--- config.mk ---
export PLATFORM = sky130hd
export DESIGN_NAME = delimited_frame_extractor
export DESIGN_NICKNAME = d
export VERILOG_FILES = /design/src/hw/rtl/dfe_pkg.sv /design/src/hw/rtl/dfe_front.sv /design/src/hw/rtl/dfe_cmd_fifo.sv /design/src/hw/rtl/dfe_back.sv /design/src/hw/rtl/delimited_frame_extractor.sv
export SDC_FILE = /design/constraint.sdc
export NUM_CORES = 1
export LEC_CHECK = 0
export ABC_AREA = 1
export BUFFER_PORTS_ARGS = -buffer_cell sky130_fd_sc_hd__buf_2
export CORE_AREA = 5 5 117 119
export CTS_BUF_LIST = sky130_fd_sc_hd__clkbuf_4
export DETAILED_ROUTE_END_ITERATION = 8
export DIE_AREA = 0 0 122 124
export MAX_ROUTING_LAYER = met4
export PLACE_DENSITY_LB_ADDON = 0.15
export SLEW_MARGIN = 20
export SYNTH_ARGS = -nofsm -noshare
export SYNTH_HDL_FRONTEND = slang
export SYNTH_HIERARCHICAL = 1
export SYNTH_SLANG_ARGS = --single-unit
--- constraint.sdc ---
create_clock -name clock -period 3.55 [get_ports clock]
set_input_delay 0.1775 -clock clock [delete_from_list [all_inputs] [get_ports clock]]
set_output_delay 0.1775 -clock clock [all_outputs]
set_load 0.03 [all_outputs]
--- src/hw/rtl/dfe_pkg.sv ---
`timescale 1ns / 1ps
package dfe_pkg;

   localparam int unsigned MARK_LEN = 5;

   typedef logic [2:0] count_type;
   typedef logic [7:0] byte_type;

   typedef struct packed {
      logic      is_end;
      count_type prefix_cnt;
      byte_type  data;
   } cmd_type;

   function automatic byte_type start_mark(input count_type idx);
      byte_type b;
      b = 8'h00;
      unique case (idx)
         3'd0: b = 8'h64;
         3'd1: b = 8'h61;
         3'd2: b = 8'h6E;
         3'd3: b = 8'h3C;
         3'd4: b = 8'h60;
         default: b = 8'h00;
      endcase
      return b;
   endfunction

   function automatic byte_type end_mark(input count_type idx);
      byte_type b;
      b = 8'h00;
      unique case (idx)
         3'd0: b = 8'h60;
         3'd1: b = 8'h3E;
         3'd2: b = 8'h64;
         3'd3: b = 8'h61;
         3'd4: b = 8'h6E;
         default: b = 8'h00;
      endcase
      return b;
   endfunction

endpackage

--- src/hw/rtl/dfe_front.sv ---
`timescale 1ns / 1ps
module dfe_front (
   input  logic             clock,
   input  logic             reset,
   input  logic             in_take,
   input  logic [7:0]       in_byte,
   output logic             cmd_push,
   output dfe_pkg::cmd_type cmd
);
   import dfe_pkg::*;

   logic      inside_ff, inside_in;
   count_type held_ff, held_in;
   count_type n;
   count_type n_next;

   always_comb begin
      n         = (held_ff >= count_type'(MARK_LEN)) ? 3'd0 : held_ff;
      n_next    = n + 3'd1;
      inside_in = inside_ff;
      held_in   = held_ff;
      cmd_push  = 1'b0;
      cmd       = '{is_end: 1'b0, prefix_cnt: n, data: in_byte};
      if (in_take) begin
         if (!inside_ff) begin
            if (in_byte == start_mark(n)) begin
               if (n_next == count_type'(MARK_LEN)) begin
                  inside_in = 1'b1;
                  held_in   = 3'd0;
               end else begin
                  held_in = n_next;
               end
            end else begin
               held_in = 3'd0;
            end
         end else if (in_byte == end_mark(n)) begin
            if (n_next == count_type'(MARK_LEN)) begin
               inside_in = 1'b0;
               held_in   = 3'd0;
               cmd_push  = 1'b1;
               cmd       = '{is_end: 1'b1, prefix_cnt: 3'd0, data: 8'h00};
            end else begin
               held_in = n_next;
            end
         end else begin
            held_in  = 3'd0;
            cmd_push = 1'b1;
         end
      end
   end

   always_ff @(posedge clock) begin
      if (reset) begin
         inside_ff <= 1'b0;
         held_ff   <= 3'd0;
      end else begin
         inside_ff <= inside_in;
         held_ff   <= held_in;
      end
   end

endmodule

--- src/hw/rtl/dfe_cmd_fifo.sv ---
`timescale 1ns / 1ps
module dfe_cmd_fifo #(
   parameter int unsigned DEPTH = 4
) (
   input  logic             clock,
   input  logic             reset,
   input  logic             push,
   input  dfe_pkg::cmd_type push_data,
   output logic             full,
   input  logic             pop,
   output logic             head_valid,
   output dfe_pkg::cmd_type head_data
);
   import dfe_pkg::*;

   localparam int unsigned PW = (DEPTH > 1) ? $clog2(DEPTH) : 1;
   localparam int unsigned CW = $clog2(DEPTH + 1);

   cmd_type         mem_ff [DEPTH];
   logic [PW-1:0]   wr_ptr_ff, wr_ptr_in;
   logic [PW-1:0]   rd_ptr_ff, rd_ptr_in;
   logic [CW-1:0]   count_ff, count_in;
   logic            do_push, do_pop;

   assign full       = (count_ff == CW'(DEPTH));
   assign head_valid = (count_ff != '0);
   assign head_data  = mem_ff[rd_ptr_ff];
   assign do_push    = push && !full;
   assign do_pop     = pop && head_valid;

   always_comb begin
      wr_ptr_in = wr_ptr_ff;
      rd_ptr_in = rd_ptr_ff;
      count_in  = count_ff;
      if (do_push) begin
         wr_ptr_in = (wr_ptr_ff == PW'(DEPTH - 1)) ? '0 : wr_ptr_ff + 1'b1;
      end
      if (do_pop) begin
         rd_ptr_in = (rd_ptr_ff == PW'(DEPTH - 1)) ? '0 : rd_ptr_ff + 1'b1;
      end
      if (do_push && !do_pop) begin
         count_in = count_ff + 1'b1;
      end else if (do_pop && !do_push) begin
         count_in = count_ff - 1'b1;
      end
   end

   always_ff @(posedge clock) begin
      if (do_push) begin
         mem_ff[wr_ptr_ff] <= push_data;
      end
   end

   always_ff @(posedge clock) begin
      if (reset) begin
         wr_ptr_ff <= '0;
         rd_ptr_ff <= '0;
         count_ff  <= '0;
      end else begin
         wr_ptr_ff <= wr_ptr_in;
         rd_ptr_ff <= rd_ptr_in;
         count_ff  <= count_in;
      end
   end

endmodule

--- src/hw/rtl/dfe_back.sv ---
`timescale 1ns / 1ps
module dfe_back (
   input  logic             clock,
   input  logic             reset,
   input  logic             head_valid,
   input  dfe_pkg::cmd_type head_data,
   output logic             cmd_pop,
   output logic             out_valid,
   input  logic             out_take,
   output logic [7:0]       out_payload_byte,
   output logic             out_frame_end,
   output logic             out_run_last
);
   import dfe_pkg::*;

   logic      active_ff, active_in;
   count_type idx_ff, idx_in;
   cmd_type   cur_ff, cur_in;
   logic      valid_ff, valid_in;
   byte_type  byte_ff, byte_in;
   logic      end_ff, end_in;
   logic      last_ff, last_in;
   logic      out_free, emit, is_last, load;

   assign out_free = !valid_ff || out_take;
   assign emit     = active_ff && out_free;
   assign is_last  = cur_ff.is_end || (idx_ff == cur_ff.prefix_cnt);
   assign load     = head_valid && (!active_ff || (emit && is_last));
   assign cmd_pop  = load;

   always_comb begin
      active_in = active_ff;
      idx_in    = idx_ff;
      cur_in    = cur_ff;
      if (emit) begin
         idx_in = idx_ff + 3'd1;
         if (is_last) begin
            active_in = 1'b0;
         end
      end
      if (load) begin
         active_in = 1'b1;
         idx_in    = 3'd0;
         cur_in    = head_data;
      end
   end

   always_comb begin
      valid_in = valid_ff;
      byte_in  = byte_ff;
      end_in   = end_ff;
      last_in  = last_ff;
      if (out_take) begin
         valid_in = 1'b0;
      end
      if (emit) begin
         valid_in = 1'b1;
         end_in   = cur_ff.is_end;
         last_in  = is_last;
         if (cur_ff.is_end) begin
            byte_in = 8'h00;
         end else if (is_last) begin
            byte_in = cur_ff.data;
         end else begin
            byte_in = end_mark(idx_ff);
         end
      end
   end

   always_ff @(posedge clock) begin
      cur_ff  <= cur_in;
      byte_ff <= byte_in;
      end_ff  <= end_in;
      last_ff <= last_in;
   end

   always_ff @(posedge clock) begin
      if (reset) begin
         active_ff <= 1'b0;
         idx_ff    <= 3'd0;
         valid_ff  <= 1'b0;
      end else begin
         active_ff <= active_in;
         idx_ff    <= idx_in;
         valid_ff  <= valid_in;
      end
   end

   assign out_valid        = valid_ff;
   assign out_payload_byte = byte_ff;
   assign out_frame_end    = end_ff;
   assign out_run_last     = last_ff;

`ifndef SYNTHESIS
   a_idx_in_range: assert property (@(posedge clock) disable iff (reset)
      active_ff |-> (idx_ff <= cur_ff.prefix_cnt) || cur_ff.is_end)
      else $error("prefix index ran past held count");

   a_end_zero: assert property (@(posedge clock) disable iff (reset)
      (valid_ff && end_ff) |-> (byte_ff == 8'h00) && last_ff)
      else $error("frame end result carries data or is not last");

   a_no_drop: assert property (@(posedge clock) disable iff (reset)
      (valid_ff && !out_take) |=> valid_ff)
      else $error("result lost while stalled");
`endif

endmodule

--- src/hw/rtl/delimited_frame_extractor.sv ---
`timescale 1ns / 1ps
// Start/end delimiter deframer.
// Input channel: present a received byte on req_rx_byte with req_push; it
// transfers on a rising edge where req_push is high and req_full is low.
// Result channel: while rsp_empty is low the oldest result is on the rsp_
// ports; it transfers on a rising edge where rsp_pop is high.
// Bytes outside a frame are matched against the start marker and dropped.
// Inside a frame, end-marker prefixes are held; a broken prefix is released
// as payload followed by the new byte, and a full end marker gives one
// result with rsp_frame_end set. rsp_run_last marks the last result of a byte.
// The first result of a byte passes the queue, the held-command register
// and the output register. The result stage emits one result per cycle
// while the receiver takes results; a byte releases one to five results,
// and one that gives no result pushes nothing. A CMD_DEPTH-entry queue
// between classifier and result stage keeps input flowing in long runs.
// Reset clears the frame state, the queue and the output stage.
// When the receiver stalls, the output holds, the queue fills, then req_full.
module delimited_frame_extractor #(
   parameter int unsigned CMD_DEPTH = 4
) (
   input  logic       clock,
   input  logic       reset,
   input  logic       req_push,
   output logic       req_full,
   input  logic [7:0] req_rx_byte,
   output logic       rsp_empty,
   input  logic       rsp_pop,
   output logic [7:0] rsp_payload_byte,
   output logic       rsp_frame_end,
   output logic       rsp_run_last
);
   import dfe_pkg::*;

   logic    in_take;
   logic    cmd_push, cmd_pop, head_valid, out_valid;
   cmd_type cmd, head_data;

   assign in_take = req_push && !req_full;

   dfe_front u_front (
      .clock    (clock),
      .reset    (reset),
      .in_take  (in_take),
      .in_byte  (req_rx_byte),
      .cmd_push (cmd_push),
      .cmd      (cmd)
   );

   dfe_cmd_fifo #(
      .DEPTH (CMD_DEPTH)
   ) u_fifo (
      .clock      (clock),
      .reset      (reset),
      .push       (cmd_push),
      .push_data  (cmd),
      .full       (req_full),
      .pop        (cmd_pop),
      .head_valid (head_valid),
      .head_data  (head_data)
   );

   dfe_back u_back (
      .clock            (clock),
      .reset            (reset),
      .head_valid       (head_valid),
      .head_data        (head_data),
      .cmd_pop          (cmd_pop),
      .out_valid        (out_valid),
      .out_take         (rsp_pop),
      .out_payload_byte (rsp_payload_byte),
      .out_frame_end    (rsp_frame_end),
      .out_run_last     (rsp_run_last)
   );

   assign rsp_empty = !out_valid;

endmodule
# Word-level counts from Yosys, hierarchy flattened
# Memory sizes are Yosys's and may differ from the RTL's. A register that Yosys moved wholly into a read port is not among the register bits.
# Index checks and enable logic that the tools add are counted.
# Widths: inputs -> output; s select.
# word_totals
memories	1
output_inout_bits	12
reg_bits	26
ramBits	48
input_bits	12
elab_cells	95
# memory_table
memory	depth	word_bits	rd	rd_clocked_by_memory_dff	wr	line	text
u_fifo.mem_ff	4	12	1	1	1	dfe_cmd_fifo.sv:19	cmd_type mem_ff [DEPTH];
# classes
mux	36
n_addsub	6
order_cmp	1
n_eq_ne	15
n_reduce_logical	25
# ops
operator	count
$pmux 7 s5	3
$mux 12	4
$mux 8	5
$mux 3	7
$eq 8x8->1	2
$mux 1	15
$eq 3x2->1 const B	4
$eq 3x3->1 const B	4
$add 3x1->3 const B	3
$logic_and 1x1->1	8
$reduce_bool 2->1	4
$eq 3x1->1 const B	2
$logic_not 3->1	2
$logic_not 1->1	5
$add 2x1->2 const B	2
$eq 2x2->1 const B	2
$mux 2	2
$eq 3x3->1	1
$ge 3x3->1 const B	1
$logic_or 1x1->1	3
$reduce_bool 3->1	1
$sub 3x1->3 const B	1
$reduce_and 2->1	1
$reduce_or 2->1	1

# Depth between registers and ports, before layout
# logic_depth
word_depth	15
ltp_mapped	26
ltp_nobuf	26

# Modules after synthesis
# The synthesis kept the hierarchy.
# modules_own_cells
mod	cells_each	seq_area_each_um2	area_each_um2	n_inst
dfe_cmd_fifo	186	1621.6	2289.7	1
dfe_back	100	760.7	1146.1	1
dfe_front	149	80.1	792.0	1
delimited_frame_extractor	3	0.0	13.8	1

# Worst setup path after synthesis
# Ideal clock, no wire load.
# synth_timing
kind	register to register
from	reg u_front.held_ff[0]
to	reg u_fifo.count_ff[1]
arrival_ns	2.970
setup_ns	0.116
stages_incl_launch_ff	20
required_ns	3.434
synth_period_minus_slack_ns	3.086
slack_ns	0.464
path_buffers	0
path_cell_list	dfxtp_1 -> inv_1 -> nor2_1 -> inv_1 -> ha_1 -> o21ai_2 -> nand3_4 -> nand2_1 -> nand3_1 -> nor2_2 -> nand3_1 -> nand2_1 -> inv_1 -> nand2_2 -> inv_1 -> ha_1 -> inv_1 -> fa_1 -> o21ai_0 -> nor2_1
# synth_via
elab_cells_between_ends	23
cone_classes	add/sub: 1; order compare: 1; eq/ne: 6; mux: 9; reduce/logical: 6
# synth_rtl
item	line	text
start: declaration	dfe_front.sv:13	count_type held_ff, held_in;
start signal: assignment	dfe_front.sv:58	held_ff <= held_in;
$ge 3x3->1	dfe_front.sv:18	n = (held_ff >= count_type'(MARK_LEN)) ? 3'd0 : held_ff;
$mux 3 *	dfe_front.sv:18	
$eq 3x3->1, or another cell as far along	dfe_pkg.sv:32	unique case (idx)
$pmux 7 s5	dfe_pkg.sv:32	
$mux 8	dfe_front.sv:25	if (!inside_ff) begin
$mux 8	dfe_front.sv:24	if (in_take) begin
$eq 8x8->1	dfe_front.sv:36	end else if (in_byte == end_mark(n)) begin
$mux 1 *	dfe_front.sv:36	
$mux 1 *	dfe_front.sv:25	
$mux 1 *	dfe_front.sv:24	
net cmd_push	delimited_frame_extractor.sv:35	logic cmd_push, cmd_pop, head_valid, out_valid;
$logic_and 1x1->1 *	dfe_cmd_fifo.sv:28	assign do_push = push && !full;
net u_fifo.do_push	dfe_cmd_fifo.sv:23	logic do_push, do_pop;
$logic_and 1x1->1 *	dfe_cmd_fifo.sv:41	if (do_push && !do_pop) begin
$mux 3 *	dfe_cmd_fifo.sv:41	
net u_fifo.count_in[1]	dfe_cmd_fifo.sv:22	logic [CW-1:0] count_ff, count_in;
end signal: assignment	dfe_cmd_fifo.sv:62	count_ff <= count_in;
end: declaration	dfe_cmd_fifo.sv:22	
# Mark *: on every way through the listed nets, which the timed path passes. The rest lies on a longest branch. The select of a mux whose other input is x is not followed.
# A chain may end at the register's enable or synchronous reset.

# Worst setup path after layout
# layout_timing
from	reg u_front.held_ff[1]
to	reg u_fifo.count_ff[1]
# Same word-level chain as after synthesis.

==> reports/metrics.yaml <==
final_layout:
  drive_gt1_share_pct: 15.0
  layout_overhead_on_the_synthesized_area_pct: 12.0
  finish.net_count: 506
  layoutNonFillerInstCount: 654
synthesis:
  synth_seq_area_share_pct: 58.1
  synth.net_count: 468
  synthesis.area_per_instance_um2: 9.68
  synthDistinctLibCells: 32
  synth-warning-count: 6
  yosys_register_bits: 88
  synthCells: 438
  mappedNetlistArea_um2: 4240
floorplan:
  floorplan.die.width_um: 122
  core_um2: 12500
  count_of_standard_cell_rows: 41
  start_util_pct: 34.0
  die_h_um: 124
  die-area_um2: 15100
  top_level_ports: 24
worst_setup_path:
  required_ns: 3.92
  critical_path_class: "flop to flop"
  cp_common_cell: "sky130_fd_sc_hd__inv_1"
  cp_slowest_stage_delay_ns: 0.43
  critical_path.top_delay_family: "simple AND/OR/NAND/NOR gates"
  critical_path.startpoint_type: "flop"
  timing.critical_path.cells: "inv_1 -> nor2_1 -> inv_1 -> ha_1 -> o21ai_4 -> nand3_4 -> nand2_1 -> nand3_1 -> nor2_2 -> nand3_1 -> nand2_1 -> inv_1 -> nand2_2 -> inv_1 -> ha_1 -> inv_1 -> fa_1 -> o21ai_0 -> nor2_1"
  worstPathArrival_ns: 3.56
  cpMaxStageDelayCell: "sky130_fd_sc_hd__dfxtp_1"
  cp_max_fo: 8
  timing.critical_path.buf_inv: 5
  end_kind: "flop"
grt:
  grt_max_degree: 26
  global_route.overflow_total: 0
  grt.total_usage_pct: 12.4
  grt_first_pass_wirelength_mm: 13.9
  antenna_found_initial: 1
  grt_pass1_vias: 2829
timing:
  final_count_of_negative_setup_slack_endpoints: 0
  relSlewSlack_pct: 65.6
  grt_setup_unrepaired: "no"
  final_report_max_slew_violation_count: 0
  skew_ns: 0.0210
  tightest_slew_ns: 0.516
  setup_total_negative_slack_ns: 0
  min_period_over_period_pct: 89.7
  timing_hold_violations_final: 0
  clock.fmax_ghz: 0.314
  timing.final.crit_period_ns: 3.19
min_path:
  worstHoldPathType: "input pin to flop"
drt:
  post_drt_via_cell_ratio: 4.47
  first_pass_iteration_count_of_the_detailed_router: 4
  wl_per_cell_um: 12.6
  ant_nets: 0
  remaining_drc_errors: 0
  wirelength_mm: 8.24
  dr.first_iter.drc_count: 136
  detailroute.via_count: 2923
power_and_ir_drop:
  static_power_due_to_leakage_nw: 2.00
  power.net_switching_mw: 0.425
  power.density_nw_per_um2: 360
  power.internal_mw: 1.28
  p_comb_share_pct: 5.0
  power.share.sequential_pct: 64.8
  switching_share_pct: 24.8
  vdd_drop_max_mv: 0.121
  share_clk_of_total_power_pct: 30.2
clocking:
  post-cts-setup-buffer-count: 0
  h-tree-depth: 3
  clock_tree_from_tritoncts: "built"
  worst_setup_hold_path_clk_slew_ns: 0.14
  worst_skew_pair.late_latency_ns: 0.46
  clkSinkCount: 88
  cts-root-buf: "sky130_fd_sc_hd__clkbuf_4"
  cts_buffers: 9
  max-clock-path-buffers: 2
run:
  cap_violations: 0
placed_design:
  place.detailed.instances: 634
  place_congestion: 0.914
  dp_hpwl_mm: 5.92
  total_of_buffers_placed_on_input_and_output_ports: 23
outcome:
  outcome: "completed"
-- sequential cells by signal, indices dropped and copies added, names as in the netlist, named ones only --
| register | count |
|---|---|
| u_back/active_ff | 1 |
| u_back/cur_ff | 12 |
| u_back/idx_ff | 3 |
| u_back/out_frame_end | 1 |
| u_back/out_payload_byte | 8 |
| u_back/out_run_last | 1 |
| u_back/out_valid | 1 |
| u_fifo/count_ff | 3 |
| u_fifo/mem_ff | 48 |
| u_fifo/rd_ptr_ff | 2 |
| u_fifo/wr_ptr_ff | 2 |
| u_front/held_ff | 3 |
| u_front/inside_ff | 1 |
-- through the flow --
step                      util [%]  instance area (µm²)  hold WS (ns)  total power [mW]  setup WS [ns]
after global placement        36.7                 4580         0.444              1.21          0.328
after floorplan                  -                 4240         0.247              1.19          0.464
after global routing          38.1                 4750        0.0768              1.80         0.0259
final                         38.1                 4750        0.0881              1.71          0.364
after detailed placement      36.7                 4580         0.438              1.21          0.259
after CTS                     37.9                 4720      0.000676              1.73          0.238
-- power by group through the flow --
stage | sequential, mW | clock, mW | combinational (mW)
5_1_grt | 1.11 | 0.593 | 0.0979
3_3_place_gp | 1.13 | 0 | 0.0817
2_1_floorplan | 1.13 | 0 | 0.0554
4_1_cts | 1.11 | 0.541 | 0.0839
6_report | 1.11 | 0.516 | 0.0857
3_5_place_dp | 1.13 | 0 | 0.0819
-- placed cells by master, fill, tap and decap left out --
master and count:
sky130_fd_sc_hd__nand3_2 2, sky130_fd_sc_hd__edfxtp_1 70, sky130_fd_sc_hd__fa_1 1, sky130_fd_sc_hd__dfxtp_2 2
sky130_fd_sc_hd__nand3_1 19, sky130_fd_sc_hd__o21ai_4 1, sky130_fd_sc_hd__dfxtp_1 16, sky130_fd_sc_hd__nor3_1 1
sky130_fd_sc_hd__o221ai_1 1, sky130_fd_sc_hd__a21oi_1 9, sky130_fd_sc_hd__nand4_2 1, sky130_fd_sc_hd__buf_2 23
sky130_fd_sc_hd__o22ai_1 13, sky130_fd_sc_hd__xnor2_1 1, sky130_fd_sc_hd__clkinv_4 3, sky130_fd_sc_hd__nor2_2 3
sky130_fd_sc_hd__clkbuf_4 9, sky130_fd_sc_hd__clkinv_1 1, sky130_fd_sc_hd__nand3_4 1, sky130_fd_sc_hd__diode_2 1
sky130_fd_sc_hd__a31oi_1 1, sky130_fd_sc_hd__nand2_1 71, sky130_fd_sc_hd__inv_2 2, sky130_fd_sc_hd__nand2_4 2
sky130_fd_sc_hd__nor2_4 1, sky130_fd_sc_hd__buf_4 8, sky130_fd_sc_hd__dlygate4sd3_1 3, sky130_fd_sc_hd__nand2_2 11
sky130_fd_sc_hd__inv_1 74, sky130_fd_sc_hd__ha_1 17, sky130_fd_sc_hd__nand3b_1 2, sky130_fd_sc_hd__nor2_1 57
sky130_fd_sc_hd__xor2_1 5, sky130_fd_sc_hd__o21ai_1 16, sky130_fd_sc_hd__clkinvlp_4 1, sky130_fd_sc_hd__nand4_1 8
sky130_fd_sc_hd__inv_6 2, sky130_fd_sc_hd__o21ai_0 23
-- synth_stat cells --
library cell / instances / area [µm²]
sky130_fd_sc_hd__nor2_4: 1 / 11.3
sky130_fd_sc_hd__nor2_2: 3 / 18.8
sky130_fd_sc_hd__nand2_4: 2 / 22.5
sky130_fd_sc_hd__nand4_1: 8 / 50.1
sky130_fd_sc_hd__xnor2_1: 1 / 8.76
sky130_fd_sc_hd__a21oi_1: 9 / 45.0
sky130_fd_sc_hd__a31oi_1: 1 / 6.26
sky130_fd_sc_hd__o21ai_2: 1 / 8.76
sky130_fd_sc_hd__buf_2: 2 / 10.0
sky130_fd_sc_hd__nor2_1: 57 / 214
sky130_fd_sc_hd__buf_4: 2 / 15.0
sky130_fd_sc_hd__nand4_2: 1 / 12.5
sky130_fd_sc_hd__fa_1: 1 / 20.0
sky130_fd_sc_hd__nand3_2: 1 / 10.0
sky130_fd_sc_hd__nor3_1: 1 / 5.00
sky130_fd_sc_hd__o221ai_1: 1 / 8.76
sky130_fd_sc_hd__nand3_4: 1 / 17.5
sky130_fd_sc_hd__xor2_1: 5 / 43.8
sky130_fd_sc_hd__inv_1: 74 / 278
sky130_fd_sc_hd__o21ai_0: 23 / 115
sky130_fd_sc_hd__clkbuf_1: 1 / 3.75
sky130_fd_sc_hd__nand3_1: 20 / 100
sky130_fd_sc_hd__inv_2: 2 / 7.51
sky130_fd_sc_hd__o22ai_1: 13 / 81.3
sky130_fd_sc_hd__dfxtp_1: 18 / 360
sky130_fd_sc_hd__buf_6: 2 / 22.5
sky130_fd_sc_hd__edfxtp_1: 70 / 2100
sky130_fd_sc_hd__ha_1: 17 / 213
sky130_fd_sc_hd__nand3b_1: 2 / 15.0
sky130_fd_sc_hd__nand2_1: 71 / 267
sky130_fd_sc_hd__nand2_2: 11 / 68.8
sky130_fd_sc_hd__o21ai_1: 16 / 80.1
-- final cells by class --
| type | count | area, µm² |
|---|---|---|
| tap | 172 | 215 |
| clock buffer | 9 | 67.6 |
| antenna | 1 | 2.50 |
| inverter | 76 | 285 |
| clock inverter | 7 | 55.1 |
| multi-input combinational | 267 | 1460 |
| fill | 1250 | 7710 |
| sequential | 88 | 2460 |
| timing repair buffer | 34 | 205 |
-- worst paths after layout --
path                                to                from  slack (ns)  cells past startpoint
setup / recovery    u_fifo/count_ff[1]  u_front/held_ff[1]        0.36                     19
hold reg to reg   u_back/out_frame_end   u_back/cur_ff[11]        0.50                      0
hold / removal      u_front/held_ff[0]            req_push        0.09                      4
setup reg to reg    u_fifo/count_ff[1]  u_front/held_ff[1]        0.36                     19
-- routing by layer --
layer	GRT usage (%)	vias to the layer above	share of wire (%)
li1	-	1531	-
met1	14.8	1321	46
met2	20.5	59	48
met3	3.45	12	4.2
met4	4.41	0	1.6
met5	-	-	0
-- what timing repair did --
item	in CTS	in global routing
endpoints found under the hold margin	5	1
hold buffers	2	1
gates resized for setup	0	4
setup endpoints to repair	0	2
-- logic make-up (layout without fill, tap and decap cells) --
group                    count (synthesis)  in the layout  share of synthesized area [%]
AO/OA/AOI/OAI                           64             64                           8.14
XOR/XNOR                                 6              6                           1.24
adder cells (fa/ha/maj)                 18             18                           5.49
buffers and inverters                   83            126                           7.94
flip-flops                              88             88                           58.1
other                                    0              1                              0
AND/OR/NAND/NOR                        179            179                           19.1
-- worst register-to-register path, cell delays in order (launching register included) --
cell and delay, ns:
sky130_fd_sc_hd__dfxtp_1 0.43, sky130_fd_sc_hd__inv_1 0.08, sky130_fd_sc_hd__nor2_1 0.13, sky130_fd_sc_hd__inv_1 0.09, sky130_fd_sc_hd__ha_1 0.25, sky130_fd_sc_hd__o21ai_4 0.26
sky130_fd_sc_hd__nand3_4 0.14, sky130_fd_sc_hd__nand2_1 0.12, sky130_fd_sc_hd__nand3_1 0.09, sky130_fd_sc_hd__nor2_2 0.17, sky130_fd_sc_hd__nand3_1 0.08, sky130_fd_sc_hd__nand2_1 0.08
sky130_fd_sc_hd__inv_1 0.07, sky130_fd_sc_hd__nand2_2 0.13, sky130_fd_sc_hd__inv_1 0.06, sky130_fd_sc_hd__ha_1 0.20, sky130_fd_sc_hd__inv_1 0.09, sky130_fd_sc_hd__fa_1 0.39
sky130_fd_sc_hd__o21ai_0 0.17, sky130_fd_sc_hd__nor2_1 0.05
(Power assumes the default switching activity.)
